**config.mk**
```make
export PLATFORM = sky130hd
export DESIGN_NAME = text_telemetry_line_parser_top
export DESIGN_NICKNAME = d
export VERILOG_FILES = /design/src/design/ttlp_pkg.sv /design/src/design/text_telemetry_line_parser_top.sv
export SDC_FILE = /design/constraint.sdc
export NUM_CORES = 1
export LEC_CHECK = 0
export BUFFER_PORTS_ARGS = -buffer_cell sky130_fd_sc_hd__buf_2
export CELL_PAD_IN_SITES_DETAIL_PLACEMENT = 1
export CELL_PAD_IN_SITES_GLOBAL_PLACEMENT = 2
export CORE_ASPECT_RATIO = 1.75
export CORE_MARGIN = 4
export CORE_UTILIZATION = 41
export DETAILED_ROUTE_END_ITERATION = 16
export HOLD_SLACK_MARGIN = 0.05
export PLACE_DENSITY_LB_ADDON = 0.12
export SYNTH_ARGS = -nofsm -noshare
export SYNTH_HDL_FRONTEND = slang
export SYNTH_SLANG_ARGS = --single-unit
```
**constraint.sdc**
```tcl
create_clock -name clk -period 8.71 [get_ports clk]
set_input_delay 1.742 -clock clk [delete_from_list [all_inputs] [get_ports clk]]
set_output_delay 1.742 -clock clk [all_outputs]
set_load 0.01 [all_outputs]
```
**src/design/ttlp_pkg.sv**
```systemverilog
`default_nettype none
package ttlp_pkg;

	// fixed field widths
	localparam int LABEL_TEXT_W = 64;
	localparam int VALUE_W      = 32;
	localparam int VLEN_W       = 6;

	// defaults for the top level parameters
	localparam int LABEL_BYTES_DEF = 8;
	localparam int VALUE_BYTES_DEF = 32;

	// characters with a meaning to the parser
	localparam logic [7:0] CH_NL    = 8'h0A;
	localparam logic [7:0] CH_CR    = 8'h0D;
	localparam logic [7:0] CH_TAB   = 8'h09;
	localparam logic [7:0] CH_COLON = 8'h3A;
	localparam logic [7:0] CH_PLUS  = 8'h2B;
	localparam logic [7:0] CH_MINUS = 8'h2D;
	localparam logic [7:0] CH_ZERO  = 8'h30;
	localparam logic [7:0] CH_NINE  = 8'h39;
	localparam logic [7:0] CH_O     = 8'h4F;
	localparam logic [7:0] CH_N     = 8'h4E;

	// "Checksum" packed first byte low
	localparam logic [LABEL_TEXT_W-1:0] CHECKSUM_LABEL = 64'h6D75736B63656843;

	// decimal magnitude clamp and positive maximum
	localparam logic [VALUE_W-1:0] MAG_LIMIT = 32'h8000_0000;
	localparam logic [VALUE_W-1:0] POS_MAX   = 32'h7FFF_FFFF;

	typedef enum logic [1:0] {
		MODE_IDLE  = 2'd0,
		MODE_LABEL = 2'd1,
		MODE_VALUE = 2'd2,
		MODE_HEX   = 2'd3
	} mode_t;

	typedef enum logic [1:0] {
		ON_START = 2'd0,
		ON_O     = 2'd1,
		ON_ON    = 2'd2,
		ON_NONE  = 2'd3
	} on_match_t;

	typedef struct packed {
		logic [LABEL_TEXT_W-1:0] label_text;
		logic [VALUE_W-1:0]      decoded_value;
		logic                    value_is_on;
		logic [VLEN_W-1:0]       value_length;
		logic                    is_checksum_line;
		logic                    checksum_ok;
	} result_t;

endpackage
`default_nettype wire

```
**src/design/text_telemetry_line_parser_top.sv**
```systemverilog
`default_nettype none
// Line parser for a text telemetry byte stream. One received byte is taken
// per item and the parser accepts a byte in every clock cycle while
// in_stall is low: the whole per-byte update (mode change, label capture,
// decimal shift-add, running byte sum) is one level of logic into the
// state registers, and a closed line is written into a result register
// in the same cycle. A newline opens a label, a tab switches to the value,
// a carriage return closes the line and produces one result item; all
// other bytes produce none. A colon in a label enters hex mode, skipped
// until the next newline. Over-long labels or values drop the line. On a
// "Checksum" line checksum_ok tells whether the running sum was zero, and
// the sum then restarts. Results go through a two-entry output buffer
// (result register plus skid register): in_stall rises only when both are
// full, so input bytes keep flowing while one result waits to be taken.
module text_telemetry_line_parser_top #(
	parameter int LABEL_BYTES = ttlp_pkg::LABEL_BYTES_DEF,
	parameter int VALUE_BYTES = ttlp_pkg::VALUE_BYTES_DEF
) (
	input  wire logic                                clk,
	input  wire logic                                arst_n,
	input  wire logic                                in_valid,
	output logic                                     in_stall,
	input  wire logic [7:0]                          rx_byte,
	output logic                                     out_valid,
	input  wire logic                                out_stall,
	output logic [ttlp_pkg::LABEL_TEXT_W-1:0]        label_text,
	output logic signed [ttlp_pkg::VALUE_W-1:0]      decoded_value,
	output logic                                     value_is_on,
	output logic [ttlp_pkg::VLEN_W-1:0]              value_length,
	output logic                                     is_checksum_line,
	output logic                                     checksum_ok
);

	localparam int LW    = LABEL_BYTES * 8;
	localparam int CNT_W = $clog2(LABEL_BYTES + 1);
	localparam int LABEL_TEXT_W_LOCAL = ttlp_pkg::LABEL_TEXT_W;

	// parser state
	ttlp_pkg::mode_t                 mode_q, mode_d;
	logic [LW-1:0]                   label_q, label_d;
	logic [CNT_W-1:0]                lcnt_q, lcnt_d;
	logic [ttlp_pkg::VLEN_W-1:0]     vcnt_q, vcnt_d;
	logic [ttlp_pkg::VALUE_W-1:0]    acc_q, acc_d;
	logic                            neg_q, neg_d;
	logic                            dend_q, dend_d;
	ttlp_pkg::on_match_t             onm_q, onm_d;
	logic [7:0]                      sum_q, sum_d;

	// output buffer
	ttlp_pkg::result_t               out_q, skid_q, res_new;
	logic                            out_valid_q, skid_valid_q;

	logic                            accept;
	logic                            emit;
	logic                            is_ck;
	logic                            is_digit;
	logic [35:0]                     mag_ext;
	logic [LABEL_TEXT_W_LOCAL-1:0]   label_ext;

	assign accept   = in_valid && !in_stall;
	assign in_stall = skid_valid_q;

	assign label_ext = LABEL_TEXT_W_LOCAL'(label_q);
	assign is_ck     = (label_ext == ttlp_pkg::CHECKSUM_LABEL);
	assign is_digit  = (rx_byte >= ttlp_pkg::CH_ZERO) && (rx_byte <= ttlp_pkg::CH_NINE);

	// acc * 10 + digit, wide enough to see the clamp
	assign mag_ext = ({4'b0, acc_q} << 3) + ({4'b0, acc_q} << 1)
		+ 36'(rx_byte - ttlp_pkg::CH_ZERO);

	// next mode
	always_comb begin
		mode_d = mode_q;
		case (mode_q)
			ttlp_pkg::MODE_LABEL: begin
				if (rx_byte == ttlp_pkg::CH_TAB) begin
					mode_d = ttlp_pkg::MODE_VALUE;
				end else if (rx_byte == ttlp_pkg::CH_COLON) begin
					mode_d = ttlp_pkg::MODE_HEX;
				end else if (lcnt_q >= CNT_W'(LABEL_BYTES)) begin
					// label too long, drop the line
					mode_d = ttlp_pkg::MODE_IDLE;
				end
			end
			ttlp_pkg::MODE_VALUE: begin
				if (rx_byte == ttlp_pkg::CH_CR) begin
					mode_d = ttlp_pkg::MODE_IDLE;
				end else if (vcnt_q >= ttlp_pkg::VLEN_W'(VALUE_BYTES)) begin
					// value too long, drop the line
					mode_d = ttlp_pkg::MODE_IDLE;
				end
			end
			default: begin
				// idle and hex wait for a newline
				if (rx_byte == ttlp_pkg::CH_NL) begin
					mode_d = ttlp_pkg::MODE_LABEL;
				end
			end
		endcase
	end

	// datapath and result
	always_comb begin
		label_d = label_q;
		lcnt_d  = lcnt_q;
		vcnt_d  = vcnt_q;
		acc_d   = acc_q;
		neg_d   = neg_q;
		dend_d  = dend_q;
		onm_d   = onm_q;
		emit    = 1'b0;
		case (mode_q)
			ttlp_pkg::MODE_LABEL: begin
				if (rx_byte == ttlp_pkg::CH_TAB) begin
					vcnt_d = '0;
					acc_d  = '0;
					neg_d  = 1'b0;
					dend_d = 1'b0;
					onm_d  = ttlp_pkg::ON_START;
				end else if (rx_byte != ttlp_pkg::CH_COLON
						&& lcnt_q < CNT_W'(LABEL_BYTES)) begin
					for (int i = 0; i < LABEL_BYTES; i++) begin
						if (lcnt_q == CNT_W'(i)) begin
							label_d[i*8 +: 8] = rx_byte;
						end
					end
					lcnt_d = lcnt_q + 1'b1;
				end
			end
			ttlp_pkg::MODE_VALUE: begin
				if (rx_byte == ttlp_pkg::CH_CR) begin
					emit = 1'b1;
				end else if (vcnt_q < ttlp_pkg::VLEN_W'(VALUE_BYTES)) begin
					// "ON" tracker
					if (vcnt_q == '0) begin
						onm_d = (rx_byte == ttlp_pkg::CH_O) ? ttlp_pkg::ON_O
							: ttlp_pkg::ON_NONE;
					end else if (vcnt_q == ttlp_pkg::VLEN_W'(1)) begin
						onm_d = (onm_q == ttlp_pkg::ON_O && rx_byte == ttlp_pkg::CH_N)
							? ttlp_pkg::ON_ON : ttlp_pkg::ON_NONE;
					end else begin
						onm_d = ttlp_pkg::ON_NONE;
					end
					// decimal reader
					if (!dend_q) begin
						if (is_digit) begin
							acc_d = (mag_ext > 36'(ttlp_pkg::MAG_LIMIT))
								? ttlp_pkg::MAG_LIMIT : mag_ext[31:0];
						end else if (vcnt_q == '0 && (rx_byte == ttlp_pkg::CH_PLUS
								|| rx_byte == ttlp_pkg::CH_MINUS)) begin
							neg_d = (rx_byte == ttlp_pkg::CH_MINUS);
						end else begin
							dend_d = 1'b1;
						end
					end
					vcnt_d = vcnt_q + 1'b1;
				end
			end
			default: begin
				if (rx_byte == ttlp_pkg::CH_NL) begin
					label_d = '0;
					lcnt_d  = '0;
				end
			end
		endcase

		// running sum: cleared by a checksum line, then the byte is added
		// unless the parser now sits in hex mode
		sum_d = (emit && is_ck) ? 8'h00 : sum_q;
		if (mode_d != ttlp_pkg::MODE_HEX) begin
			sum_d = sum_d + rx_byte;
		end

		res_new.label_text       = label_ext;
		res_new.decoded_value    = neg_q ? (ttlp_pkg::VALUE_W'(0) - acc_q)
			: ((acc_q > ttlp_pkg::POS_MAX) ? ttlp_pkg::POS_MAX : acc_q);
		res_new.value_is_on      = (onm_q == ttlp_pkg::ON_ON);
		res_new.value_length     = vcnt_q;
		res_new.is_checksum_line = is_ck;
		res_new.checksum_ok      = is_ck && (sum_q == 8'h00);
	end

	// parser state registers
	always_ff @(posedge clk or negedge arst_n) begin
		if (!arst_n) begin
			mode_q  <= ttlp_pkg::MODE_IDLE;
			label_q <= '0;
			lcnt_q  <= '0;
			vcnt_q  <= '0;
			acc_q   <= '0;
			neg_q   <= 1'b0;
			dend_q  <= 1'b0;
			onm_q   <= ttlp_pkg::ON_START;
			sum_q   <= '0;
		end else if (accept) begin
			mode_q  <= mode_d;
			label_q <= label_d;
			lcnt_q  <= lcnt_d;
			vcnt_q  <= vcnt_d;
			acc_q   <= acc_d;
			neg_q   <= neg_d;
			dend_q  <= dend_d;
			onm_q   <= onm_d;
			sum_q   <= sum_d;
		end
	end

	// output buffer: result register with a skid register behind it;
	// the skid only fills while a result is stalled, and then holds input
	always_ff @(posedge clk or negedge arst_n) begin
		if (!arst_n) begin
			out_valid_q  <= 1'b0;
			skid_valid_q <= 1'b0;
		end else begin
			if (accept && emit) begin
				if (!out_valid_q || !out_stall) begin
					out_valid_q <= 1'b1;
				end else begin
					skid_valid_q <= 1'b1;
				end
			end else if (out_valid_q && !out_stall) begin
				if (skid_valid_q) begin
					skid_valid_q <= 1'b0;
				end else begin
					out_valid_q <= 1'b0;
				end
			end
		end
	end

	always_ff @(posedge clk) begin
		if (accept && emit) begin
			if (!out_valid_q || !out_stall) begin
				out_q <= res_new;
			end else begin
				skid_q <= res_new;
			end
		end else if (out_valid_q && !out_stall && skid_valid_q) begin
			out_q <= skid_q;
		end
	end

	assign out_valid        = out_valid_q;
	assign label_text       = out_q.label_text;
	assign decoded_value    = out_q.decoded_value;
	assign value_is_on      = out_q.value_is_on;
	assign value_length     = out_q.value_length;
	assign is_checksum_line = out_q.is_checksum_line;
	assign checksum_ok      = out_q.checksum_ok;

	// skid holds a result only behind a full result register
	a_skid_behind_out: assert property (@(posedge clk) disable iff (!arst_n)
		skid_valid_q |-> out_valid_q)
		else $error("skid register full while result register empty");

	// a fresh result only follows a carriage return taken in value mode
	a_result_source: assert property (@(posedge clk) disable iff (!arst_n)
		$rose(out_valid_q) |-> $past(accept && mode_q == ttlp_pkg::MODE_VALUE
			&& rx_byte == ttlp_pkg::CH_CR))
		else $error("result without a closed line");

	// counters never pass their limits
	a_count_limits: assert property (@(posedge clk) disable iff (!arst_n)
		lcnt_q <= CNT_W'(LABEL_BYTES) && vcnt_q <= ttlp_pkg::VLEN_W'(VALUE_BYTES))
		else $error("label or value count beyond limit");

	// checksum_ok only on a checksum line
	a_ck_ok_on_ck_line: assert property (@(posedge clk) disable iff (!arst_n)
		out_valid_q && out_q.checksum_ok |-> out_q.is_checksum_line)
		else $error("checksum_ok set on an ordinary line");

endmodule
`default_nettype wire
```
==> impl_metrics.py <==
metrics = {
    "outcome": {
        "status": "finished clean",
    },
    "clock_tree": {
        "clock_path_buffers": 3,
        "cts_buffers": 31,
        "insertion_delay_ps": 580,
        "postCtsHoldBufs": 0,
        "cts_sinks": 332,
        "post_cts_buffers": 0,
        "clkTransAtPathRegs_ps": 70,
        "clk_root_buffer_cell": "clkbuf_16",
        "cts_tree": "done",
        "postCtsResizedCells": 0,
        "htreeDepth": 1,
    },
    "sta": {
        "setup-violations-final": 0,
        "timing.final.hold_violations": 0,
        "slew_viol_final": 0,
        "rsz0062_at_grt": "no",
        "worst-slew-pin-transition_ps": 1182,
        "maxSlewHeadroom_pct": 20.80,
        "fin_hold_ws_ps": 505.6,
        "skew_ps": 13.07,
        "fmax_mhz": 152.7,
        "setup_slack_ps": 2163,
        "tns_ps": 0,
        "min_period_ps": 6547,
        "timing.final.crit_share_pct": 75.17,
    },
    "grt": {
        "grtUsageTotal_pct": 22.05,
        "antenna_found_initial": 0,
        "grt_pass1_vias": 13561,
        "grt_max_degree": 87,
        "grt-ovfl-total": 0,
        "grt_pass1_wl_um": 77840,
    },
    "floorplan": {
        "core_area_sq_mm": 0.04095,
        "core.rowCount": 98,
        "io_pins": 119,
        "initial_utilization_pct": 41.58,
        "die_x_um": 162.1,
        "die_area_sq_mm": 0.04498,
        "die_y_um": 277.6,
    },
    "power_and_ir_drop": {
        "ir_worst_vdd_mv": 0.1838,
        "pwr_density_cell_mw_per_mm2": 204.3,
        "clkPwrFrac_pct": 37.3,
        "p_int_mw": 2.870,
        "p_comb_share_pct": 13.0,
        "pwr-share-seq_pct": 49.7,
        "power_switching_mw": 1.081,
        "switching_share_pct": 27.37,
        "leakage_nw": 8.151,
    },
    "route": {
        "wl_per_cell_um": 21.79,
        "drc": 0,
        "postRouteAntennaNets": 0,
        "drt_iter0_markers": 536,
        "vias": 12341,
        "finalWirelength_um": 49350,
        "drt-met1-wl_um": 17530,
        "met3_length_um": 1239,
        "wl_met2_um": 28700,
        "first_pass_iters": 6,
        "post_drt_via_cell_ratio": 5.449,
        "top_layer": "met4",
    },
    "synthesis": {
        "synth_top_family_by_area": "simple AND/OR/NAND/NOR gates",
        "syn_area_sq_mm": 0.01703,
        "ys_seq_area_share_pct": 54.96,
        "synthMuxAreaShare_pct": 3.167,
        "synth_edf_count": 210,
        "synth_compound_area_share_pct": 11.80,
        "synthXorXnorAreaFrac_pct": 2.109,
        "synth-async-reset-ratio_pct": 36.75,
        "synth.avg_cell_area_sq_um": 10.75,
        "synth.ff_latch_count": 332,
        "synthCells": 1584,
        "synth_warnings": 0,
        "ys.flop_type": "edfxtp_1",
        "ys_types": 70,
        "synth_fp_nets": 1685,
        "yosys.area_share.simple_pct": 17.64,
        "yosys.area_share.adder_pct": 7.951,
    },
    "worst_setup_path": {
        "cp.required_ps": 9160,
        "path_cells": "buf_2 > ha_1 > or3_1 > inv_1 > fa_1 > ha_1 > nand2_1 > o21ai_0 > a221oi_2 > o31ai_1 > a31oi_2 > nor3b_1 > mux2_2 > nand4b_1 > buf_4 > o31ai_1",
        "cp_top_family": "compound AO/OA/AOI/OAI gates",
        "critPathLaunchType": "input pin",
        "cp.arrival_ps": 6990,
        "worst_path_max_delay_cell": "inv_1",
        "critPathCaptureType": "flip-flop",
        "path_class": "input pin to flip-flop",
        "crit_buf_inv": 3,
        "critPathMaxFanout": 22,
        "critPathMaxStageDelay_ps": 630,
    },
    "hold_path": {
        "hold_class": "flip-flop to flip-flop",
    },
    "finish": {
        "layout_common_cells": "nand2_1 (423), edfxtp_1 (210), dfrtp_1 (122), buf_2 (117), o21ai_0 (81)",
        "layout_commonest_cell": "nand2_1",
        "final_util_pct": 47.22,
        "drive_gt1_share_pct": 16.21,
        "fin_nets": 1791,
        "insertedDiodeCount": 0,
        "area_growth_pct": 13.56,
    },
    "place": {
        "hpwl_um": 36770,
        "dp_worst_setup_slack_ps": 1603,
        "io_buffers": 118,
        "gp_congestion": 0.8382,
    },
    "run": {
        "max_cap_viol_count": 0,
    },
}
-- layout make-up --
class                      count  area [sq um]
clock inverter                18         210.2
multi-input combinational   1150          7291
clock buffer                  40         902.1
inverter                      39         146.4
sequential                   332          9359
fill                        4581         21620
tap                          550         688.2
timing repair buffer         136         740.7
-- power by group through the flow --
stage               combinational (mW)  clock (mW)  sequential [mW]
finish                           0.514        1.47             1.96
global route                     0.582        1.58             1.98
CTS                              0.524        1.52             1.96
detailed placement               0.522           0             2.00
global placement                 0.503           0             1.99
floorplan                        0.371           0             1.93
-- final timing paths --
path | from | to | slack [ps] | depth (start not counted)
worst max-delay path | rx_byte[4] | acc_q[0] | 2160 | 16
worst min-delay path | label_ext[54] | skid_q[95] | 510 | 0
worst max register to register | label_ext[20] | sum_q[7] | 3440 | 18
worst min register to register | label_ext[54] | skid_q[95] | 510 | 0
max in group asynchronous | arst_n | label_ext[13] | 6460 | 2
min in group asynchronous | arst_n | acc_q[7] | 1150 | 1
-- cells in the mapped netlist, drive strengths merged, types with 3 or more instances --
master	count	area (sq um)
nand2	423	1588
edfxtp	210	6306
dfrtp	122	3053
o21ai	97	485.5
a21oi	75	382.9
nor2	70	262.8
ha	57	713.2
clkbuf	50	187.7
mux2	47	529.3
inv	39	146.4
a31oi	33	212.7
o31ai	33	352.8
fa	32	640.6
nand3	25	125.1
xnor2	24	210.2
nor3	23	120.1
nand4	21	131.4
xor2	17	148.9
nor2b	16	100.1
a21o	13	97.59
buf	13	70.06
and2	12	77.58
nand2b	11	68.82
nor4	11	75.07
o21bai	9	67.56
o22a	9	78.83
nand4b	7	61.31
nor4bb	7	70.07
a211oi	6	45.04
and3	6	37.54
or3	6	37.54
and4b	5	50.05
nor3b	5	37.54
o211ai	5	37.54
or2	5	31.28
a211o	4	36.29
a21boi	4	30.03
a221oi	4	41.29
nor4b	4	41.29
a41oi	3	33.79
nand3b	3	22.52
o21a	3	22.52
or4	3	26.27
-- worst reg2reg max path, stage by stage (launching register included) --
cell      delay [ps]
dfrtp_1          420
nor4bb_1         850
nand4_1          460
nor4_1           360
buf_4            230
nor2b_1          610
nand2b_1         260
inv_1             60
ha_1             260
a21o_1           180
a21oi_1          230
o21bai_1          90
a21oi_1          230
o21bai_1         110
a21oi_1          190
xnor2_1          160
nand2_1           90
mux2_2           270
a21oi_1          140
-- registers in the layout, summed over array words and instances, names as in the netlist, 2 cells and up --
register,count
onm_q,2
sum_q,8
decoded_value,32
mode_q,2
acc_q,32
label_ext,64
vcnt_q,6
value_length,6
skid_q,105
lcnt_q,4
label_text,64
-- kinds of logic (layout without fill, tap and decap cells) --
family | Yosys count | count (layout)
AOI/OAI and AO/OA | 305 | 305
DFF | 332 | 332
muxes | 48 | 48
and+or+nand+nor | 667 | 667
adders and majority gates | 89 | 89
xor gates and xnor gates | 41 | 41
buffers and inverters | 102 | 233
-- metal layers --
metal,up-vias,global-route usage (%)
met5,-,0
met4,0,8.118
met3,85,2.066
met2,196,44.56
met1,6199,22.93
li1,5861,-
-- per-stage QoR --
step	total power, mW	area (sq um)	instances
after floorplan	2.303	17030	1584
after global placement	2.491	18230	2207
after detailed placement	2.517	18230	2207
after CTS	4.005	19340	2265
after global routing	4.141	19340	2265
final	3.951	19340	2265
Note: power is estimated with default switching activity, not from simulation.
